$ cat src/hw/rtl/gpr_pkg.sv
// ----------------------------------------------------------------------------
// gpr_pkg
// Shared types and constants of the Gaussian pyramid reduce block: field
// widths, register indexes and the column operation passed from front to back.
// ----------------------------------------------------------------------------
package gpr_pkg;

   localparam int PIXEL_W      = 16;   // input sample
   localparam int HV_W         = 20;   // horizontally filtered value, pixel * 16
   localparam int VAL_W        = 24;   // blurred value, pixel * 256
   localparam int ROW_W        = 9;    // out_row / out_col
   localparam int CFG_W        = 11;   // image_width / image_height
   localparam int CSR_INDEX_W  = 1;
   localparam int TAPS         = 5;
   localparam int LINE_BUFFERS = 4;
   localparam int BANK_W       = 2;
   localparam int MIN_DIM      = 6;
   localparam int PUSH_MAX     = 3;    // column operations caused by one item
   localparam int PUSH_W       = 2;
   localparam int QUEUE_DEPTH  = 8;
   localparam int QPTR_W       = 3;
   localparam int QCNT_W       = 4;

   localparam logic [CSR_INDEX_W-1:0] CSR_IMAGE_WIDTH  = 1'd0;
   localparam logic [CSR_INDEX_W-1:0] CSR_IMAGE_HEIGHT = 1'd1;

   // One column of one row: line buffer write plus the vertical pass.
   typedef struct packed {
      logic [HV_W-1:0]              hval;
      logic                         live;        // write hval to the line buffer
      logic [BANK_W-1:0]            wr_bank;
      logic                         emit;        // this column gives a result
      logic [ROW_W-1:0]             out_row;
      logic [ROW_W-1:0]             out_col;
      logic                         level_done;
      logic [TAPS-1:0]              tap_live;    // tap takes hval, not a buffer
      logic [TAPS-1:0][BANK_W-1:0]  tap_bank;
   } op_type;

endpackage

$ cat src/hw/rtl/gpr_front.sv
// ----------------------------------------------------------------------------
// gpr_front
// Takes pixels, tracks the stream position, runs the horizontal 5-tap blur and
// turns each item into zero to three column operations for the back end.
// ----------------------------------------------------------------------------
module gpr_front #(
   parameter int W_CAP   = 1024,
   parameter int H_CAP   = 1024,
   parameter int W_RESET = 640,
   parameter int H_RESET = 480,
   parameter int COL_W   = 10
) (
   input  logic                                clock,
   input  logic                                reset,
   input  logic                                req_valid,
   input  logic [gpr_pkg::PIXEL_W-1:0]         req_pixel,
   input  logic                                req_drain,
   input  logic                                csr_write_en,
   input  logic [gpr_pkg::CSR_INDEX_W-1:0]     csr_index,
   input  logic [gpr_pkg::CFG_W-1:0]           csr_data,
   input  logic                                queue_room,
   output logic [gpr_pkg::PUSH_W-1:0]          push_count,
   output gpr_pkg::op_type                     push_op   [gpr_pkg::PUSH_MAX],
   output logic [COL_W-1:0]                    push_addr [gpr_pkg::PUSH_MAX]
);
   import gpr_pkg::*;

   localparam logic [CFG_W-1:0] W_CAP_V   = CFG_W'(W_CAP);
   localparam logic [CFG_W-1:0] H_CAP_V   = CFG_W'(H_CAP);
   localparam logic [CFG_W-1:0] W_RESET_V = CFG_W'(W_RESET);
   localparam logic [CFG_W-1:0] H_RESET_V = CFG_W'(H_RESET);
   localparam int               RS_W      = CFG_W + 2;

   typedef logic [TAPS-1:0][PIXEL_W-1:0] window_type;

   logic [CFG_W-1:0] width_ff;
   logic [CFG_W-1:0] height_ff;
   logic [COL_W-1:0] col_count_ff;
   logic [CFG_W-1:0] row_count_ff;
   window_type       window_ff;
   window_type       window_in;

   window_type       win1, win2, win3;
   logic [HV_W-1:0]  hv        [PUSH_MAX];
   logic [COL_W-1:0] col_v     [PUSH_MAX];
   logic [PUSH_MAX-1:0] op_valid;
   op_type           op        [PUSH_MAX];
   logic [CFG_W-1:0] c_ext, last_row, last_col, h_last, r;
   logic signed [RS_W-1:0] rs;
   logic             live, take, act, row_end, big, row_ok;
   logic [TAPS-1:0]  tap_live;
   logic [TAPS-1:0][BANK_W-1:0] tap_bank;
   logic [PUSH_W-1:0] n;

   function automatic logic [HV_W-1:0] hsum(input window_type w);
      logic [HV_W-1:0] a0, a1, a2, a3, a4;
      a0 = HV_W'(w[0]);
      a1 = HV_W'(w[1]);
      a2 = HV_W'(w[2]);
      a3 = HV_W'(w[3]);
      a4 = HV_W'(w[4]);
      return a0 + (a1 << 2) + (a2 << 2) + (a2 << 1) + (a3 << 2) + a4;
   endfunction

   function automatic logic [CFG_W-1:0] clamp_dim(input logic [CFG_W-1:0] v,
                                                 input logic [CFG_W-1:0] cap);
      logic [CFG_W-1:0] res;
      res = v;
      if (v == '0) begin
         res = CFG_W'(1);
      end else if (v > cap) begin
         res = cap;
      end
      return res;
   endfunction

   always_comb begin
      live     = row_count_ff < height_ff;
      take     = req_valid && queue_room;
      act      = take && !(live && req_drain);   // drain inside the image is dropped
      c_ext    = CFG_W'(col_count_ff);
      row_end  = (c_ext >= width_ff - CFG_W'(1));
      big      = (width_ff >= CFG_W'(MIN_DIM)) && (height_ff >= CFG_W'(MIN_DIM));
      last_row = {height_ff[CFG_W-1:1], 1'b0};
      last_col = {width_ff[CFG_W-1:1], 1'b0} - CFG_W'(2);
      h_last   = height_ff - CFG_W'(1);
      row_ok   = big && (row_count_ff >= CFG_W'(2)) && !row_count_ff[0] &&
                 (row_count_ff <= last_row);

      // horizontal windows: after this pixel, and with it repeated as right edge replication (win2, win3)
      for (int k = 0; k < TAPS - 1; k++) begin
         win1[k] = (col_count_ff == '0) ? req_pixel : window_ff[k+1];
      end
      win1[TAPS-1] = req_pixel;
      for (int k = 0; k < TAPS - 1; k++) begin
         win2[k] = win1[k+1];
         win3[k] = win2[k+1];
      end
      win2[TAPS-1] = req_pixel;
      win3[TAPS-1] = req_pixel;

      window_in = window_ff;
      if (act && live) begin
         window_in = row_end ? win3 : win1;
      end

      hv[0] = live ? hsum(win1) : '0;
      hv[1] = live ? hsum(win2) : '0;
      hv[2] = live ? hsum(win3) : '0;

      col_v[0] = col_count_ff - COL_W'(2);
      col_v[1] = col_count_ff - COL_W'(1);
      col_v[2] = col_count_ff;
      op_valid[0] = c_ext >= CFG_W'(2);
      op_valid[1] = row_end && (c_ext >= CFG_W'(1));
      op_valid[2] = row_end;

      // vertical tap rows depend on the row only; clamp to the image
      for (int k = 0; k < TAPS; k++) begin
         rs = $signed({2'b00, row_count_ff}) + $signed(RS_W'(k))
              - $signed(RS_W'(TAPS - 1));
         if (rs < 0) begin
            r = '0;
         end else if (rs > $signed({2'b00, h_last})) begin
            r = h_last;
         end else begin
            r = rs[CFG_W-1:0];
         end
         tap_bank[k] = r[BANK_W-1:0];
         tap_live[k] = live && (r == row_count_ff);
      end

      for (int i = 0; i < PUSH_MAX; i++) begin
         op[i].hval       = hv[i];
         op[i].live       = live;
         op[i].wr_bank    = row_count_ff[BANK_W-1:0];
         op[i].emit       = row_ok && !col_v[i][0] && (CFG_W'(col_v[i]) <= last_col);
         op[i].out_row    = ROW_W'((row_count_ff - CFG_W'(2)) >> 1);
         op[i].out_col    = ROW_W'(col_v[i] >> 1);
         op[i].level_done = (row_count_ff == last_row) && (CFG_W'(col_v[i]) == last_col);
         op[i].tap_live   = tap_live;
         op[i].tap_bank   = tap_bank;
      end

      // pack the valid operations in column order
      n = '0;
      for (int i = 0; i < PUSH_MAX; i++) begin
         push_op[i]   = op[i];
         push_addr[i] = col_v[i];
      end
      for (int i = 0; i < PUSH_MAX; i++) begin
         if (op_valid[i]) begin
            push_op[n]   = op[i];
            push_addr[n] = col_v[i];
            n = n + PUSH_W'(1);
         end
      end
      push_count = act ? n : '0;
   end

   always_ff @(posedge clock) begin
      window_ff <= window_in;
   end

   always_ff @(posedge clock) begin
      if (reset) begin
         width_ff     <= W_RESET_V;
         height_ff    <= H_RESET_V;
         col_count_ff <= '0;
         row_count_ff <= '0;
      end else if (csr_write_en) begin
         // any register write restarts the frame
         case (csr_index)
            CSR_IMAGE_WIDTH: begin
               width_ff     <= clamp_dim(csr_data, W_CAP_V);
               col_count_ff <= '0;
               row_count_ff <= '0;
            end
            CSR_IMAGE_HEIGHT: begin
               height_ff    <= clamp_dim(csr_data, H_CAP_V);
               col_count_ff <= '0;
               row_count_ff <= '0;
            end
            default: begin
            end
         endcase
      end else if (act) begin
         if (row_end) begin
            col_count_ff <= '0;
            row_count_ff <= (row_count_ff >= last_row) ? '0 : row_count_ff + CFG_W'(1);
         end else begin
            col_count_ff <= col_count_ff + COL_W'(1);
         end
      end
   end

endmodule

$ cat config.mk
export PLATFORM = sky130hd
export DESIGN_NAME = gpr_front
export DESIGN_NICKNAME = d
export VERILOG_FILES = /design/src/hw/rtl/gpr_pkg.sv /design/src/hw/rtl/gpr_front.sv
export SDC_FILE = /design/constraint.sdc
export NUM_CORES = 1
export LEC_CHECK = 0
export BUFFER_PORTS_ARGS = -buffer_cell sky130_fd_sc_hd__buf_2
export CORE_ASPECT_RATIO = 1.5
export CORE_MARGIN = 5
export CORE_UTILIZATION = 35
export DETAILED_ROUTE_END_ITERATION = 6
export GPL_TIMING_DRIVEN = 0
export PLACE_DENSITY_LB_ADDON = 0.3
export SYNTH_ARGS = -nofsm -noshare
export SYNTH_HDL_FRONTEND = slang
export SYNTH_SLANG_ARGS = --single-unit
$ cat constraint.sdc
create_clock -name clock -period 11.4 [get_ports clock]
set_input_delay 3.42 -clock clock [delete_from_list [all_inputs] [get_ports clock]]
set_output_delay 3.42 -clock clock [all_outputs]
set_load 0.02 [all_outputs]
==> metrics.txt, run 1 <==
Worst Tran Pin Value 1.434 ns; initial antenna violation count 0; internal power 2149 µW; mean cell area of the mapped netlist 8.274 µm²; Setup TNS 0 ns; Fmax 87.75 MHz; Slowest Stage Delay on Critical Path 0.55 ns; DRC Markers 0; Reg power frac 9.1%; H-tree Lvls 3; via count 17490; port buffer count 239; worst setup margin 0.004567 ns; final worst-path cycle share 99.96%; # hold bufs at CTS 0; die area 56590 µm²; Rel. slew slack 4.367%; GRT Total Usage 24.78%; Clock Power Share 6.6%; Max Root-Sink Buffers 2; Place WS -1.494 ns; wire per inst 22.35 µm; CP max stage cell fa_1; core region area 51560 µm²; CP Class primary input to primary output; Post-synth top flop edfxtp_1; total wire length 71690 µm; crit path max fanout 4; max-cap viol count 0; final setup violation count 0; most common cell after layout, fill and taps aside inv_1; Setup crit start kind primary input; IO Count 240; Hold/Removal Path Class flop to flop; crit end category primary output; switching part of the total power 54.59%; Netlist cell types 83; Tmin final 11.40 ns; GPL Wtd Cong 0.9757; synthesis-stage register bit count 107; ANT cells 0; asr flop ratio synth 0%; final layout net count 2921; commonest non-fill, non-tap cells in the layout 253 x inv_1, 247 x buf_2, 192 x nand2_1; peak supply drop 0.3519 mV; P per Cell Area 212.2 nW/µm²; Synth Instances 2193; area grow syn2layout 22.90%; unrepaired setup endpoints after global routing true; Synth warnings 0; share of cells above drive strength 1 26.00%; endpoints failing hold 0; CP bufs+invs 7; crit path cell chain buf_12, clkinvlp_4, nor2_4, buf_6, a21oi_4, inv_2, fa_1, fa_1, inv_2, fa_1, inv_2, ha_4, fa_2, a211oi_2, nor2_2, o21ai_4, o21ai_4, a211o_1, a21oi_2, xnor2_2, nand3_2, o311ai_4, buf_6; CP Data Required Time 7.98 ns; placed cell area 20300 µm²; pins over their slew limit 0; clk_lat worst skew 0.40 ns; Clock Skew 0.01927 ns; pin count of the biggest net entering global routing 18; Die W 195.9 µm; Tot Pwr 4733 µW; total gr overflow 0; first-pass GRT wire length 107300 µm; Comb power frac 84.3%; Syn Nets 2588; Site Rows 102; Lkg Pwr 0.01019 µW; cts bufs inserted 9; status completed; drt via density 5.452; P_sw 2584 µW; final core utilization 43.25%; TritonCTS clock tree yes; post-synthesis sequential area ratio 15.34%; Critical Path AT 7.98 ns; clock root buffer clkbuf_16; vias in the first global route 18040; clock transition at the registers of the reported paths 0.07 ns; drt first pass iters 5; starting density of the core 35.19%; fin area 22300 µm²; delay-heaviest family, CP adder cells; First DRT Iteration DRCs 1223; DIE HEIGHT 288.9 µm; post-DP HPWL 57390 µm; Post-synth EDFFs 64; CTS Sinks 107; Netlist Area Pre-Place 18140 µm²; ANT nets after route 0
-- Yosys cell counts (all sizes together) (4+ instances only) --
library cell / instances / area [µm²]
nand3: 49 / 250.2
nand3b: 5 / 37.54
o211ai: 9 / 67.56
o22ai: 11 / 68.82
or4: 4 / 30.03
nand2b: 15 / 93.84
o21a: 24 / 180.2
a21o: 26 / 195.2
o22a: 4 / 35.03
inv: 289 / 1085
clkbuf: 48 / 181.4
xor2: 61 / 534.3
nor2: 181 / 686.9
o311ai: 4 / 35.04
buf: 128 / 834.6
a211oi: 23 / 177.7
nor2b: 20 / 125.1
and3: 17 / 106.4
a221oi: 5 / 43.79
and4: 4 / 35.03
a21oi: 183 / 927.1
o31ai: 13 / 97.59
nand2: 196 / 740.7
ha: 194 / 2427
nand4: 26 / 162.7
mux2i: 27 / 270.3
nor4: 20 / 167.7
a2111oi: 6 / 58.80
o21ai: 65 / 329.1
a211o: 10 / 87.58
a21boi: 7 / 52.55
dfxtp: 43 / 860.8
nor3b: 8 / 70.06
a31oi: 24 / 150.1
or2: 8 / 50.05
a311oi: 6 / 52.55
o221ai: 4 / 35.03
nor3: 36 / 195.2
edfxtp: 64 / 1922
fa: 167 / 3343
xnor2: 95 / 854.6
or3: 13 / 81.33
and2: 22 / 137.6
-- per-layer routing --
layer	GRT usage [%]	vias up	wire length, µm
met5	0	-	0
met1	27.97	8513	26210
li1	-	7985	-
met2	44.27	769	35930
met4	14.36	0	4932
met3	3.816	218	4612
-- worst reg2reg max path: cells and delay by family (launching register included) --
family | cells | cell delay, ns
buffers and inverters | 6 | 2.24
adders and majority gates | 1 | 0.56
DFF | 1 | 0.67
AOI/OAI and AO/OA | 2 | 0.49
and+or+nand+nor | 2 | 1.18
-- final timing paths --
kind	from	to	slack, ns	cells past startpoint
setup / recovery	req_pixel[1]	push_op[173]	0.005	23
hold / removal	width_ff[0]$_SDFFE_PP0P_	width_ff[0]$_SDFFE_PP0P_	0.49	2
setup reg to reg	row_count_ff[1]$_SDFFE_PP0P_	window_ff[46]$_DFFE_PP_	5.97	11
hold reg to reg	width_ff[0]$_SDFFE_PP0P_	width_ff[0]$_SDFFE_PP0P_	0.49	2
-- kinds of logic (layout without fill, tap and decap cells) --
kind of cell | count (synthesis) | count (layout) | synth area share [%]
mux | 30 | 30 | 1.676
flops | 107 | 107 | 15.34
fa+ha+maj | 361 | 361 | 31.80
compound gates | 443 | 443 | 15.27
simple gates | 629 | 629 | 16.64
xor+xnor | 156 | 156 | 7.654
buf+inv | 467 | 805 | 11.62
-- state kept, by name, summed over array words and instances (netlist names) --
signal,flops
col_count_ff,10
height_ff,11
row_count_ff,11
width_ff,11
window_ff,64
-- stage by stage --
step | cells | hold WS, ns
after floorplan | 2193 | 0.4496
after global placement | 3108 | 0.4709
after detailed placement | 3114 | 0.4820
after CTS | 3176 | 0.4920
after global routing | 3207 | 0.5179
final | 3207 | 0.4892
-- area by class of cell --
class                           instances  area, µm²
Fill cell                            5195      29260
Multi-Input combinational cell       1619      14180
Sequential cell                       107       2783
Timing Repair Buffer                  322       2049
Inverter                              291       1136
Buffer                                176       1031
Tap cell                              676      845.8
Clock buffer                           10      229.0
Clock inverter                          6      41.29
-- power groups by stage --
| stage | registers [µW] | logic (µW) | clock network (µW) |
|---|---|---|---|
| 2_1_floorplan | 436 | 2220 | 0 |
| 3_3_place_gp | 439 | 3300 | 0 |
| 3_5_place_dp | 437 | 3330 | 0 |
| 4_1_cts | 430 | 3690 | 319 |
| 5_1_grt | 431 | 4280 | 332 |
| 6_report | 430 | 3990 | 314 |
-- what timing repair did --
action,CTS,global route
pin swaps,47,64
setup buffers,46,30
endpoints found under the setup margin,30,17
gates resized for setup,203,90
Note: power is estimated with default switching activity, not from simulation.
==> run 2, diff against run 1 <==
PLACE_DENSITY_LB_ADDON = default   (was 0.3)
==> run 2 against run 1 <==
The flow now finishes with violations (capacitance limit, slew limit). Design area about the same. Via count decreased by 0.98%. Critical path depth decreased by 1. Register-to-register slack got worse by 0.26 ns. Combinational power increased by 1%. Hold slack improved by 0.0047 ns. Final cell count decreased by 0.59%. Global-route usage decreased by 0.49 points. Maximum frequency about the same. Setup slack improved by 0.010 ns. Non-clock buffer count decreased by 19. Core utilization about the same. Critical endpoint unchanged. Largest cell class unchanged.
==> metrics.txt, run 2 (synthesized netlist as in run 1, its figures left out) <==
CTS Sinks 107 (unchanged); # hold bufs at CTS 0 (unchanged); ANT cells 0 (unchanged); final layout net count 2902 (-0.65%); Clock Skew 0.01426 ns (-0.005013 ns); cts bufs inserted 9 (unchanged); GPL Wtd Cong 0.9706 (-0.52%); Die W 195.9 µm (unchanged); H-tree Lvls 3 (unchanged); clock transition at the registers of the reported paths 0.07 ns (about the same); P per Cell Area 214.8 nW/µm² (+1.2%); area grow syn2layout 22.91% (about the same); clk_lat worst skew 0.41 ns (about the same); crit path max fanout 6 (+2); Min Hold Slack 0.4939 ns (+0.004670 ns); Fmax 87.83 MHz (about the same); Critical Path AT 7.97 ns (about the same); max-cap viol count 1 (+1); worst setup margin 0.01458 ns (+0.01001 ns); share of cells above drive strength 1 26.11% (+0.12 points); drt first pass iters 7 (+2); starting density of the core 35.19% (unchanged); GRT Total Usage 24.29% (-0.49 points); drt via density 5.431 (-0.39%); core region area 51560 µm² (unchanged); DIE HEIGHT 288.9 µm (unchanged); most common cell after layout, fill and taps aside buf_2; Hold/Removal Path Class flop to flop; vias in the first global route 17820 (-1.2%); clock root buffer clkbuf_16; Place WS -1.391 ns (+0.1029 ns); dpl cells 3114 (unchanged); CP Class primary input to primary output; pins over their slew limit 10 (+10); Site Rows 102 (unchanged); First DRT Iteration DRCs 1025 (-16%); crit end category primary output; final worst-path cycle share 99.87% (about the same); Tmin final 11.39 ns (-0.01001 ns); Largest register FFs 64 (unchanged); post-DP HPWL 56760 µm (-1.1%); violated checks capacitance limit, slew limit; Setup crit start kind primary input; CP Data Required Time 7.98 ns (about the same); Reg with most FFs window_ff; initial antenna violation count 0 (unchanged); Rel. slew slack -1.974% (-6.3 points); DRC Markers 0 (unchanged); die area 56590 µm² (unchanged); first-pass GRT wire length 105000 µm (-2.1%); TritonCTS clock tree yes; pin count of the biggest net entering global routing 19 (+1); unrepaired setup endpoints after global routing true; filler-free cell count of the finished design 3188 (-0.59%); Max Root-Sink Buffers 2 (unchanged); ANT nets after route 0 (unchanged); final core utilization 43.26% (about the same); total gr overflow 0 (unchanged); Lkg Pwr 0.01012 µW (-0.59%); commonest non-fill, non-tap cells in the layout 246 x buf_2, 245 x inv_1, 191 x nand2_1; total wire length 70590 µm (-1.5%); via count 17310 (-0.98%); final setup violation count 0 (unchanged); IO Count 240 (unchanged); port buffer count 239 (unchanged); Worst Tran Pin Value 1.519 ns (+0.08421 ns); peak supply drop 0.2512 mV (-29%); endpoints failing hold 0 (unchanged); # fillers 5161 (-0.65%); status finished with violations; wire per inst 22.14 µm (-0.94%)
## run 2: changes by cell type in the layout (fill, tap and decap cells not counted), sizes merged
cell,delta
clkinvlp,-6
clkinv,-1
buf,-21
inv,+7
clkbuf,+2
## run 2: per-stage QoR
| stage | area (µm²) | power (µW) | TNS, ns |
|---|---|---|---|
| after global routing | 22300 | 5092 | -0.5534 |
| final | 22300 | 4791 | 0 |
| after global placement | 20200 | 3770 | -18.37 |
| after CTS | 21420 | 4401 | -0.01532 |
| after floorplan | 18150 | 2656 | 0 |
| after detailed placement | 20290 | 3803 | -18.06 |
## run 2: repair_timing
| action | in CTS | in global routing |
|---|---|---|
| setup endpoints to repair | 30 | 18 |
| cloned | 0 | 0 |
| endpoints found under the hold margin | 0 | 0 |
| setup buffers | 21 | 37 |
| gates resized for setup | 185 | 151 |
| pin swaps | 41 | 71 |
## run 2: final timing paths
check	startpoint	cells past startpoint	to	slack, ns
worst max-delay path	req_pixel[2]	22	push_op[173]	0.01
worst min-delay path	width_ff[0]$_SDFFE_PP0P_	2	width_ff[0]$_SDFFE_PP0P_	0.49
worst max register to register	row_count_ff[1]$_SDFFE_PP0P_	12	window_ff[31]$_DFFE_PP_	5.71
worst min register to register	width_ff[0]$_SDFFE_PP0P_	2	width_ff[0]$_SDFFE_PP0P_	0.49
## run 2: area by class of cell
cell class	count	area (µm²)	share of cell area, %
Sequential cell	107	2783	12.48
Multi-Input combinational cell	1619	14290	64.08
Clock inverter	6	46.29	0.2076
Inverter	291	1142	5.122
Timing Repair Buffer	303	1934	8.673
Buffer	176	1030	4.617
Clock buffer	10	229.0	1.027
Tap cell	676	845.8	3.792
## run 2: metal layers
metal / vias up / routed length, µm / GRT usage, %
met4: 0 / 4423 / 13.60
met3: 203 / 4303 / 4.072
met2: 678 / 35600 / 43.43
li1: 7972 / - / -
met5: - / 0 / 0
met1: 8460 / 26260 / 27.37
## run 2: power breakdown
group	leakage (µW)	switching [µW]	total, µW	internal [µW]
combinational	0.00906	2480	4040	1560
sequential	0.000937	8.50	430	422
clock	0.000126	170	320	150
total	0.0101	2660	4790	2130
## run 2: critical path: stages
cell	delay (ns)
buf_8	0.13
inv_8	0.06
nor2_4	0.05
a21oi_4	0.23
inv_2	0.10
fa_1	0.53
fa_1	0.58
inv_2	0.05
fa_1	0.54
inv_1	0.05
ha_2	0.19
fa_2	0.37
nand2_4	0.09
a21oi_4	0.07
o21ai_4	0.18
o211ai_1	0.17
a211o_1	0.34
o21ai_2	0.07
xor2_1	0.07
or3_4	0.34
o311ai_4	0.13
buf_6	0.18
