**src/hw/rtl/gpr_pkg.sv**
```systemverilog
// ----------------------------------------------------------------------------
// gpr_pkg
// Shared types and constants of the Gaussian pyramid reduce block: field
// widths, register indexes and the column operation passed from front to back.
// ----------------------------------------------------------------------------
package gpr_pkg;

   localparam int PIXEL_W      = 16;   // input sample
   localparam int HV_W         = 20;   // horizontally filtered value, pixel * 16
   localparam int VAL_W        = 24;   // blurred value, pixel * 256
   localparam int ROW_W        = 9;    // out_row / out_col
   localparam int CFG_W        = 11;   // image_width / image_height
   localparam int CSR_INDEX_W  = 1;
   localparam int TAPS         = 5;
   localparam int LINE_BUFFERS = 4;
   localparam int BANK_W       = 2;
   localparam int MIN_DIM      = 6;
   localparam int PUSH_MAX     = 3;    // column operations caused by one item
   localparam int PUSH_W       = 2;
   localparam int QUEUE_DEPTH  = 8;
   localparam int QPTR_W       = 3;
   localparam int QCNT_W       = 4;

   localparam logic [CSR_INDEX_W-1:0] CSR_IMAGE_WIDTH  = 1'd0;
   localparam logic [CSR_INDEX_W-1:0] CSR_IMAGE_HEIGHT = 1'd1;

   // One column of one row: line buffer write plus the vertical pass.
   typedef struct packed {
      logic [HV_W-1:0]              hval;
      logic                         live;        // write hval to the line buffer
      logic [BANK_W-1:0]            wr_bank;
      logic                         emit;        // this column gives a result
      logic [ROW_W-1:0]             out_row;
      logic [ROW_W-1:0]             out_col;
      logic                         level_done;
      logic [TAPS-1:0]              tap_live;    // tap takes hval, not a buffer
      logic [TAPS-1:0][BANK_W-1:0]  tap_bank;
   } op_type;

endpackage

```
**src/hw/rtl/gpr_back.sv**
```systemverilog
// ----------------------------------------------------------------------------
// gpr_back
// Executes column operations: line buffer access, then the vertical 5-tap
// blur into the result register.
// ----------------------------------------------------------------------------
module gpr_back #(
   parameter int ADDR_W = 10
) (
   input  logic                          clock,
   input  logic                          reset,
   input  logic                          head_valid,
   input  gpr_pkg::op_type               head_op,
   input  logic [ADDR_W-1:0]             head_addr,
   output logic                          pop,
   output logic                          mem_access,
   output logic [ADDR_W-1:0]             mem_addr,
   output logic                          mem_wr_en,
   output logic [gpr_pkg::BANK_W-1:0]    mem_wr_bank,
   output logic [gpr_pkg::HV_W-1:0]      mem_wr_data,
   input  logic [gpr_pkg::HV_W-1:0]      mem_rd_data [gpr_pkg::LINE_BUFFERS],
   output logic                          rsp_valid,
   input  logic                          rsp_stall,
   output logic [gpr_pkg::VAL_W-1:0]     rsp_blurred_value,
   output logic [gpr_pkg::ROW_W-1:0]     rsp_out_row,
   output logic [gpr_pkg::ROW_W-1:0]     rsp_out_col,
   output logic                          rsp_level_done
);
   import gpr_pkg::*;

   op_type           op_ff;
   logic             a_valid_ff, a_valid_in;
   logic             rsp_valid_ff;
   logic [VAL_W-1:0] value_ff;
   logic [ROW_W-1:0] row_ff, col_ff;
   logic             done_ff;
   logic             out_free, a_adv;
   logic [VAL_W-1:0] tv [TAPS];
   logic [VAL_W-1:0] vsum;

   always_comb begin
      out_free   = !rsp_valid_ff || !rsp_stall;
      a_adv      = a_valid_ff && out_free;
      pop        = head_valid && (!a_valid_ff || out_free);
      a_valid_in = pop || (a_valid_ff && !out_free);

      mem_access  = pop;
      mem_addr    = head_addr;
      mem_wr_en   = pop && head_op.live;
      mem_wr_bank = head_op.wr_bank;
      mem_wr_data = head_op.hval;

      for (int k = 0; k < TAPS; k++) begin
         tv[k] = VAL_W'(op_ff.tap_live[k] ? op_ff.hval : mem_rd_data[op_ff.tap_bank[k]]);
      end
      // 1,4,6,4,1
      vsum = tv[0] + (tv[1] << 2) + (tv[2] << 2) + (tv[2] << 1) + (tv[3] << 2) + tv[4];
   end

   always_ff @(posedge clock) begin
      if (pop) begin
         op_ff <= head_op;
      end
      if (a_adv) begin
         value_ff <= vsum;
         row_ff   <= op_ff.out_row;
         col_ff   <= op_ff.out_col;
         done_ff  <= op_ff.level_done;
      end
   end

   always_ff @(posedge clock) begin
      if (reset) begin
         a_valid_ff   <= 1'b0;
         rsp_valid_ff <= 1'b0;
      end else begin
         a_valid_ff <= a_valid_in;
         if (out_free) begin
            rsp_valid_ff <= a_valid_ff && op_ff.emit;
         end
      end
   end

   assign rsp_valid         = rsp_valid_ff;
   assign rsp_blurred_value = value_ff;
   assign rsp_out_row       = row_ff;
   assign rsp_out_col       = col_ff;
   assign rsp_level_done    = done_ff;

endmodule

```
**config.mk**
```make
export PLATFORM = sky130hd
export DESIGN_NAME = gpr_back
export DESIGN_NICKNAME = d
export VERILOG_FILES = /design/src/hw/rtl/gpr_pkg.sv /design/src/hw/rtl/gpr_back.sv
export SDC_FILE = /design/constraint.sdc
export NUM_CORES = 1
export LEC_CHECK = 0
export BUFFER_PORTS_ARGS = -buffer_cell sky130_fd_sc_hd__clkbuf_2
export CORE_UTILIZATION = 40
export DETAILED_ROUTE_END_ITERATION = 12
export PLACE_DENSITY = 0.59
export SYNTH_ARGS = -nofsm -noshare
export SYNTH_HDL_FRONTEND = slang
export SYNTH_SLANG_ARGS = --single-unit
```
**constraint.sdc**
```tcl
create_clock -name clock -period 5.45 [get_ports clock]
set_input_delay 0.8175 -clock clock [delete_from_list [all_inputs] [get_ports clock]]
set_output_delay 0.8175 -clock clock [all_outputs]
set_load 0.01 [all_outputs]
```
==> results of run 1 <==
metal layers:
metal  routed length (µm)  vias up  share of wire [%]
met2                10960      227                 47
met1                10370     3118                 44
met4                  607        4                2.6
met5                   24        -               0.10
met3                 1530       38                6.5
li1                     -     2956                  -
metrics by stage:
stage	total power, µW	worst slack, ns	hold WS [ns]	instance area [µm²]	cells
3_3_place_gp	4789	0.1085	0.4003	11040	1203
6_report	5477	0.3678	0.4131	11350	1220
2_1_floorplan	3937	0.5403	0.4003	9727	712
3_5_place_dp	4822	0.07053	0.4045	11040	1203
4_1_cts	5524	0.3154	0.4176	11350	1219
5_1_grt	5990	0.09652	0.4267	11350	1220
layout make-up:
type / count / area (µm²) / area share, %
multi-input cells: 418 / 5891 / 51.88
clock buffers: 9 / 225.2 / 1.984
diodes: 1 / 2.502 / 0.02204
well taps: 319 / 399.1 / 3.516
inverters: 130 / 488.0 / 4.298
clock inverters: 7 / 83.83 / 0.7384
flip-flops and latches: 100 / 2983 / 26.27
repair buffers: 236 / 1281 / 11.28
final timing paths:
kind	to	depth (start not counted)	slack, ns
min	rsp_level_done	0	0.41
max	rsp_blurred_value[22]	16	0.37
min reg2reg	rsp_level_done	0	0.41
max reg2reg	rsp_blurred_value[22]	16	0.37
state kept, by name, indices dropped and copies added (netlist names):
register and count:
op_ff 55, rsp_blurred_value 24, a_valid_ff 1, rsp_level_done 1, rsp_out_row 9, rsp_valid 1, rsp_out_col 9
cells by family (layout without fill, tap and decap cells):
group / count (synthesis) / after routing / share of synthesized area (%)
xor gates and xnor gates: 16 / 16 / 1.441
other: 0 / 1 / 0
DFF: 100 / 100 / 30.67
adders and majority gates: 103 / 103 / 19.19
buffers and inverters: 194 / 382 / 8.901
AOI/OAI and AO/OA: 59 / 59 / 4.258
and+or+nand+nor: 39 / 39 / 1.865
muxes: 201 / 201 / 33.68
worst max-delay path, stage by stage, from the launching register on:
cell and delay [ns]:
sky130_fd_sc_hd__edfxtp_1 0.60, sky130_fd_sc_hd__buf_4 0.38, sky130_fd_sc_hd__mux4_2 0.54, sky130_fd_sc_hd__mux2i_1 0.22
sky130_fd_sc_hd__fa_1 0.45, sky130_fd_sc_hd__inv_1 0.09, sky130_fd_sc_hd__fa_1 0.39, sky130_fd_sc_hd__inv_1 0.08
sky130_fd_sc_hd__fa_1 0.40, sky130_fd_sc_hd__inv_1 0.10, sky130_fd_sc_hd__ha_1 0.30, sky130_fd_sc_hd__a21oi_1 0.21
sky130_fd_sc_hd__o21ai_0 0.14, sky130_fd_sc_hd__a21o_1 0.22, sky130_fd_sc_hd__a31o_2 0.28, sky130_fd_sc_hd__a221oi_1 0.26
sky130_fd_sc_hd__nand3_1 0.16
placed cells by master, fill, tap and decap left out, types with 2 or more instances in the layout:
cell	netlist	layout
sky130_fd_sc_hd__mux4_2	100	100
sky130_fd_sc_hd__clkbuf_2	0	206
sky130_fd_sc_hd__ha_1	26	26
sky130_fd_sc_hd__clkbuf_16	0	9
sky130_fd_sc_hd__a31oi_1	2	2
sky130_fd_sc_hd__a21o_1	5	5
sky130_fd_sc_hd__o21ai_0	9	9
sky130_fd_sc_hd__inv_8	0	3
sky130_fd_sc_hd__mux2_2	10	10
sky130_fd_sc_hd__nand2_1	12	12
sky130_fd_sc_hd__a211o_1	2	2
sky130_fd_sc_hd__nand4_1	3	3
sky130_fd_sc_hd__nand3_1	4	4
sky130_fd_sc_hd__nor2_1	12	12
sky130_fd_sc_hd__clkinv_8	0	2
sky130_fd_sc_hd__xnor2_1	10	10
sky130_fd_sc_hd__and3_1	2	2
sky130_fd_sc_hd__buf_4	33	28
sky130_fd_sc_hd__a21oi_2	3	3
sky130_fd_sc_hd__edfxtp_1	98	98
sky130_fd_sc_hd__inv_1	130	130
sky130_fd_sc_hd__buf_12	0	2
sky130_fd_sc_hd__o21bai_1	2	2
sky130_fd_sc_hd__dfxtp_1	2	2
sky130_fd_sc_hd__mux2i_1	91	91
sky130_fd_sc_hd__xor2_1	6	6
sky130_fd_sc_hd__a21oi_1	17	17
sky130_fd_sc_hd__o21a_1	2	2
sky130_fd_sc_hd__fa_1	77	77
sky130_fd_sc_hd__o21ai_2	2	2
report_power, final:
part / internal (µW) / switching [µW]
Combinational: 1550 / 2030
Sequential: 1160 / 56.7
Clock: 331 / 350
==> impl_summary.log, run 1 <==
[metrics] DIE AREA: 24950 µm²
[metrics] Initial Util: between 40% and 50%
[metrics] via count of the first global-routing pass: roughly 6600
[metrics] post-DR vias/cell: 5.199
[metrics] critical path fanouts, max: 13
[metrics] count leader, synth: sky130_fd_sc_hd__inv_1
[metrics] Die Ht: 157.9 µm
[metrics] wire length of the first global-routing pass: approximately 36 mm
[metrics] Yosys warning count: 0
[metrics] clock period minus final worst setup slack: 5.082 ns
[metrics] power per cell area: 482.4 nW/µm²
[metrics] # nets final: 1150
[metrics] grt met2 use: 31.70%
[metrics] most frequent cells after synthesis: sky130_fd_sc_hd__inv_1, sky130_fd_sc_hd__mux4_2, sky130_fd_sc_hd__edfxtp_1
[metrics] maximum clock rate: 0.1968 GHz
[metrics] number of buffers inserted for hold repair after clock tree synthesis: 0
[metrics] floorplan die width: 157.9 µm
[metrics] startpoint class of the critical path: register
[metrics] drt first-iter violations: 328
[metrics] count of different cell masters after synthesis: 47
[metrics] start point of the worst min-delay path: op_ff[15]
[metrics] final hold violation count: 0
[metrics] result of the run: finished, final reports clean
[metrics] register clock-pin slew on the reported worst setup and hold paths: 0.08 ns
[metrics] Syn-to-layout area delta: 16.72%
[metrics] met3 global-route usage: 4.763%
[metrics] Layout Utilization: a little under half
[metrics] setup repair bufs after CTS: 0
[metrics] worst hold path class: reg2reg
[metrics] cell area after synthesis: slightly below 10000 µm²
[metrics] First-pass DRT Iterations: 5
[metrics] number of cells upsized or downsized after cts: 0
[metrics] Synth Flop Type: sky130_fd_sc_hd__edfxtp_1
[metrics] Clock Sinks: 100
[metrics] total global routing track utilization: 19.79%
[metrics] Crit. Startpoint: op_ff[2]
[metrics] site row count: 56
[metrics] startpoint of the worst-slack reg-to-reg timing path: op_ff[2]
[metrics] count of input and output buffers: 206
[metrics] count of vias placed by the detailed router: 6343
[metrics] peak supply drop: 0.2259 mV
[metrics] number of max-slew violations in the final report: 0
[metrics] Synth Area per Inst: around 14 µm²
[metrics] most utilized layer in the global route result: met2
[metrics] DRC violation count after routing: 0
[metrics] fin crit share: 93.25%
[metrics] cts bufs inserted: 9
[metrics] overall overflow remaining after global route: 0
[metrics] number of synthesized flops with an enable pin: 98
[metrics] core area: between 20000 and 25000 µm²
[metrics] maximum clock path buffer count: 2
[metrics] Slew HR: 60.63%
[metrics] FFs w/ async S/R, synth: 0%
[metrics] reported max-cap violation count: 0
[metrics] share of cells above drive strength 1: 41.33%
[metrics] fill cell instance count of the final layout: 2195
[metrics] number of standard cells after synthesis: 712
[metrics] count of endpoints failing setup in the final report: 0
[metrics] worst setup path class: reg2reg
[metrics] Setup Total Neg Slack: 0 ns
[metrics] remaining number of nets flagged by the antenna check after routing: 0
[metrics] Root Buffer: sky130_fd_sc_hd__clkbuf_16
[metrics] maximum number of pins on one net before global-route repair: 44
[metrics] Area contributors post-synth: sky130_fd_sc_hd__edfxtp_1, sky130_fd_sc_hd__mux4_2, sky130_fd_sc_hd__fa_1
[metrics] depth of the CTS H-tree: 3
[metrics] leakage power summed over all cells: 0.005077 µW
[metrics] post-synth top area share: 30.25%
[metrics] CTS tree: built
[metrics] GR met1 Demand/Resource: about a quarter
[metrics] Worst setup EP type: register
[metrics] global placement routability congestion: 0.8390
[metrics] arrival time of data at the critical path endpoint: 5.17 ns
[metrics] clock skew: 0.01245 ns
[metrics] Detail Placement HPWL: 18.89 mm
[metrics] total I/O pin count: 231
[metrics] total nets after synthesis: 967
[metrics] unrepaired setup endpoints after global routing: no
[metrics] transition time at the pin with the least slew margin: 0.5906 ns
[metrics] flip-flop and latch count after synthesis: 100
[metrics] antenna violations before repair: 4
[metrics] Clk Latency, worst-skew pair: 0.37 ns
[metrics] share of synthesized area occupied by flip-flops and latches: 30.67%
[metrics] mean routed wirelength per cell: about 19 µm
[metrics] Synth area leader: sky130_fd_sc_hd__edfxtp_1
[metrics] total routed wirelength: 23.49 mm
[metrics] CP required: 5.54 ns
(Power assumes the default switching activity.)
==> run 2: changes to the inputs <==
--- a/config.mk
+++ b/config.mk
@@ -5,6 +5,7 @@
 export SDC_FILE = /design/constraint.sdc
 export NUM_CORES = 1
 export LEC_CHECK = 0
+export ABC_AREA = 1
 export BUFFER_PORTS_ARGS = -buffer_cell sky130_fd_sc_hd__clkbuf_2
 export CORE_UTILIZATION = 40
 export DETAILED_ROUTE_END_ITERATION = 12
==> impl_summary.log, run 2 <==
[metrics] result of the run: finished, final reports clean
[metrics] Yosys warning count: 0
[metrics] CTS tree: built
[metrics] Layout Utilization: 46.39%
[metrics] maximum clock path buffer count: 2
[metrics] Slew HR: 33.31%
[metrics] Critical Path Slowest Stage Cell: sky130_fd_sc_hd__edfxtp_1
[metrics] worst hold path class: reg2reg
[metrics] Worst Reg2Reg Path Length in Cells: 18
[metrics] wire length of the first global-routing pass: 54.29 mm
[metrics] cell area after synthesis: 10500 µm²
[metrics] clock period minus final worst setup slack: 4.930 ns
[metrics] count of cells along the worst hold path: 0
[metrics] DIE AREA: 26890 µm²
[metrics] floorplan die width: roughly 160 µm
[metrics] Reg with most FFs: op_ff
[metrics] via count of the first global-routing pass: 9720
[metrics] antenna violations before repair: 0
[metrics] register clock-pin slew on the reported worst setup and hold paths: 0.09 ns
[metrics] setup repair bufs after CTS: 0
[metrics] FFs w/ async S/R, synth: 0%
[metrics] mux cell area share after synthesis: 0%
[metrics] count of endpoints failing setup in the final report: 0
[metrics] start point of the worst min-delay path: op_ff[17]
[metrics] Antenna diodes: 0
[metrics] post-synth top area share: 28.04%
[metrics] Clock Sinks: 100
[metrics] Synth Flop Type: sky130_fd_sc_hd__edfxtp_1
[metrics] most frequent cells after synthesis: sky130_fd_sc_hd__o21ai_0, sky130_fd_sc_hd__inv_1, sky130_fd_sc_hd__a21oi_1
[metrics] fin cells: 1880
[metrics] CP required: 5.58 ns
[metrics] Worst setup EP type: register
[metrics] total routed wirelength: 35.43 mm
[metrics] cell family with the largest share of critical-path delay: adder cells
[metrics] # nets final: 1800
[metrics] fill cell instance count of the final layout: 2585
[metrics] mean routed wirelength per cell: 18.85 µm
[metrics] post-DR vias/cell: ~5.5
[metrics] clock skew: 0.01613 ns
[metrics] number of buffers inserted for hold repair after clock tree synthesis: 0
[metrics] total nets after synthesis: 1668
[metrics] number of max-slew violations in the final report: 0
[metrics] Synth Area per Inst: 7.428 µm²
[metrics] XOR/XNOR share of the synthesized area: less than 1%
[metrics] Slowest Stage Delay on Critical Path: 0.64 ns
[metrics] maximum clock rate: 0.2029 GHz
[metrics] final hold violation count: 0
[metrics] worst path cell trace: buf_4 > o21ai_0 > o21ai_0 > o21ai_0 > fa_1 > inv_1 > fa_1 > fa_1 > ha_1 > fa_1 > nand3_1 > nand3_1 > nand2_1 > nand2_1 > nand3b_1 > nand2_1 > nand2_1 > nand2_1
[metrics] Clk Latency, worst-skew pair: 0.37 ns
[metrics] number of logic stages on the critical path including buffering: 18
[metrics] number of cells upsized or downsized after cts: 0
[metrics] most frequent CP cell: sky130_fd_sc_hd__nand2_1
[metrics] flip-flop and latch count after synthesis: 100
[metrics] buffers plus inverters on the worst setup path: 2
[metrics] R2R Path End: rsp_blurred_value[17]
[metrics] core area: 25470 µm²
[metrics] Synth area leader: sky130_fd_sc_hd__edfxtp_1
[metrics] power per cell area: 495.3 nW/µm²
[metrics] post-placement cell count: between 1500 and 2000
[metrics] leakage power summed over all cells: 0.005565 µW
[metrics] simple-gate area share of the yosys netlist: 12.83%
[metrics] end point of the most critical hold path: rsp_out_col[1]
[metrics] total global routing track utilization: 26.97%
[metrics] remaining number of nets flagged by the antenna check after routing: 0
[metrics] drt first-iter violations: 959
[metrics] critical path fanouts, max: 21
[metrics] overall overflow remaining after global route: 0
[metrics] Root Buffer: sky130_fd_sc_hd__clkbuf_16
[metrics] startpoint class of the critical path: register
[metrics] Syn-to-layout area delta: 12.58%
[metrics] site row count: between 50 and 60
[metrics] Area contributors post-synth: sky130_fd_sc_hd__edfxtp_1, sky130_fd_sc_hd__fa_1, sky130_fd_sc_hd__o21ai_0
[metrics] count of vias placed by the detailed router: 10250
[metrics] count of different cell masters after synthesis: 32
[metrics] Initial Util: 41.21%
[metrics] share of synthesized area occupied by flip-flops and latches: 28.42%
[metrics] area share of fa/ha/maj cells after synthesis: 17.79%
[metrics] count of input and output buffers: 206
[metrics] peak supply drop: between 0.3 and 0.4 mV
[metrics] share of cells above drive strength 1: 17.74%
[metrics] most frequent cells in the layout: sky130_fd_sc_hd__o21ai_0, sky130_fd_sc_hd__inv_1, sky130_fd_sc_hd__a21oi_1, sky130_fd_sc_hd__clkbuf_2, sky130_fd_sc_hd__nand2_1
[metrics] transition time at the pin with the least slew margin: roughly 1.0 ns
[metrics] fin crit share: 90.45%
[metrics] reported max-cap violation count: 0
[metrics] setup slack on the worst flop-to-flop path: 0.52 ns
[metrics] maximum number of pins on one net before global-route repair: 52
[metrics] total I/O pin count: approximately 230
[metrics] flip-flop count of the largest register, all copies and words added: 55
[metrics] unrepaired setup endpoints after global routing: no
[metrics] number of standard cells after synthesis: 1413
[metrics] cts bufs inserted: 9
[metrics] worst setup path class: reg2reg
[metrics] First-pass DRT Iterations: 5
[metrics] startpoint of the worst-slack reg-to-reg timing path: op_ff[7]
[metrics] global placement routability congestion: 0.9377
[metrics] count leader, synth: sky130_fd_sc_hd__o21ai_0
[metrics] DRC violation count after routing: 0
[metrics] Detail Placement HPWL: 26.24 mm
[metrics] Setup Total Neg Slack: 0 ns
[metrics] arrival time of data at the critical path endpoint: 5.06 ns
[metrics] largest family of logic cells by synthesized area: compound AO/OA/AOI/OAI gates
[metrics] depth of the CTS H-tree: 3
[metrics] fraction of the mapped netlist area in compound gates: 25.56%
[metrics] most frequent standard cell in the layout excluding fill and tap cells: sky130_fd_sc_hd__o21ai_0
[metrics] Die Ht: around 160 µm
[metrics] number of synthesized flops with an enable pin: about 100
==> run 2: changes by cell type after synthesis, moves of 10 or more <==
cell                       change
sky130_fd_sc_hd__inv_1        +95
sky130_fd_sc_hd__nor2_1       +65
sky130_fd_sc_hd__a21oi_1     +195
sky130_fd_sc_hd__mux4_2      -100
sky130_fd_sc_hd__nand3_1      +37
sky130_fd_sc_hd__clkbuf_1     +15
sky130_fd_sc_hd__mux2i_1      -91
sky130_fd_sc_hd__nand2_1     +176
sky130_fd_sc_hd__xnor2_1      -10
sky130_fd_sc_hd__o21ai_1      +14
sky130_fd_sc_hd__buf_2        +12
sky130_fd_sc_hd__o21ai_0     +276
sky130_fd_sc_hd__mux2_2       -10
==> run 2: power breakdown <==
group	internal [µW]	leakage, µW	switching (µW)	total, µW
combinational	1380	0.00446	2580	3970
sequential	1130	0.000958	51.8	1180
clock	332	0.000150	371	704
total	2850	0.00556	3010	5850
==> run 2: final cells by class <==
cell class	instances	area (µm²)	area share, %
Clock buffer	9	225.2	1.906
Clock inverter	7	81.33	0.6883
Inverter	231	867.1	7.338
Multi-Input combinational cell	968	5986	50.66
Sequential cell	100	2983	25.24
Tap cell	330	412.9	3.494
Timing Repair Buffer	235	1261	10.67
==> run 2: worst reg2reg max path, cell delays in order, from the launching register on <==
cell and delay (ns):
sky130_fd_sc_hd__edfxtp_1 0.64, sky130_fd_sc_hd__buf_4 0.36, sky130_fd_sc_hd__o21ai_0 0.12, sky130_fd_sc_hd__o21ai_0 0.34, sky130_fd_sc_hd__o21ai_0 0.23, sky130_fd_sc_hd__fa_1 0.47, sky130_fd_sc_hd__inv_1 0.08, sky130_fd_sc_hd__fa_1 0.43
sky130_fd_sc_hd__fa_1 0.49, sky130_fd_sc_hd__ha_1 0.26, sky130_fd_sc_hd__fa_1 0.49, sky130_fd_sc_hd__nand3_1 0.11, sky130_fd_sc_hd__nand3_1 0.17, sky130_fd_sc_hd__nand2_1 0.11, sky130_fd_sc_hd__nand2_1 0.10, sky130_fd_sc_hd__nand3b_1 0.13
sky130_fd_sc_hd__nand2_1 0.06, sky130_fd_sc_hd__nand2_1 0.05, sky130_fd_sc_hd__nand2_1 0.04
==> run 2: per-stage QoR <==
stage          setup WS, ns  power (µW)  cell area (µm²)  hold WS [ns]
2_1_floorplan         1.070        4019            10500        0.4003
3_5_place_dp         0.4685        5126            11510        0.4045
3_3_place_gp         0.5444        5139            11510        0.4001
4_1_cts              0.6098        5868            11820        0.4245
6_report             0.5203        5853            11820        0.4233
5_1_grt              0.1366        6440            11820        0.4300
==> run 2: routing by layer <==
| metal | GRT usage, % | up-vias | part of all wire (%) |
|---|---|---|---|
| met2 | 45.18 | 491 | 47 |
| li1 | - | 4904 | - |
| met4 | 12.88 | 0 | 4.4 |
| met1 | 34.71 | 4765 | 42 |
| met5 | 0 | - | 0 |
| met3 | 2.955 | 86 | 6.3 |
==> run 2: cells by family (layout without fill, tap and decap cells) <==
group                    count (synthesis)  in the layout
flip-flops                             100            100
AO/OA/AOI/OAI                          528            528
AND/OR/NAND/NOR                        328            328
buffers and inverters                  345            482
adder cells (fa/ha/maj)                103            103
XOR/XNOR                                 9              9
==> run 2: how the worst max path moves through the flow <==
| stage | endpoint | start | slack (ns) |
|---|---|---|---|
| after floorplan | rsp_blurred_value[19] | mem_rd_data[41] | 1.07 |
| after CTS | rsp_blurred_value[21] | op_ff[7] | 0.61 |
| final | rsp_blurred_value[17] | op_ff[7] | 0.52 |
| after global placement | rsp_blurred_value[21] | mem_rd_data[10] | 0.54 |
| after detailed placement | rsp_blurred_value[17] | mem_rd_data[41] | 0.47 |
| after global routing | rsp_blurred_value[17] | op_ff[4] | 0.14 |
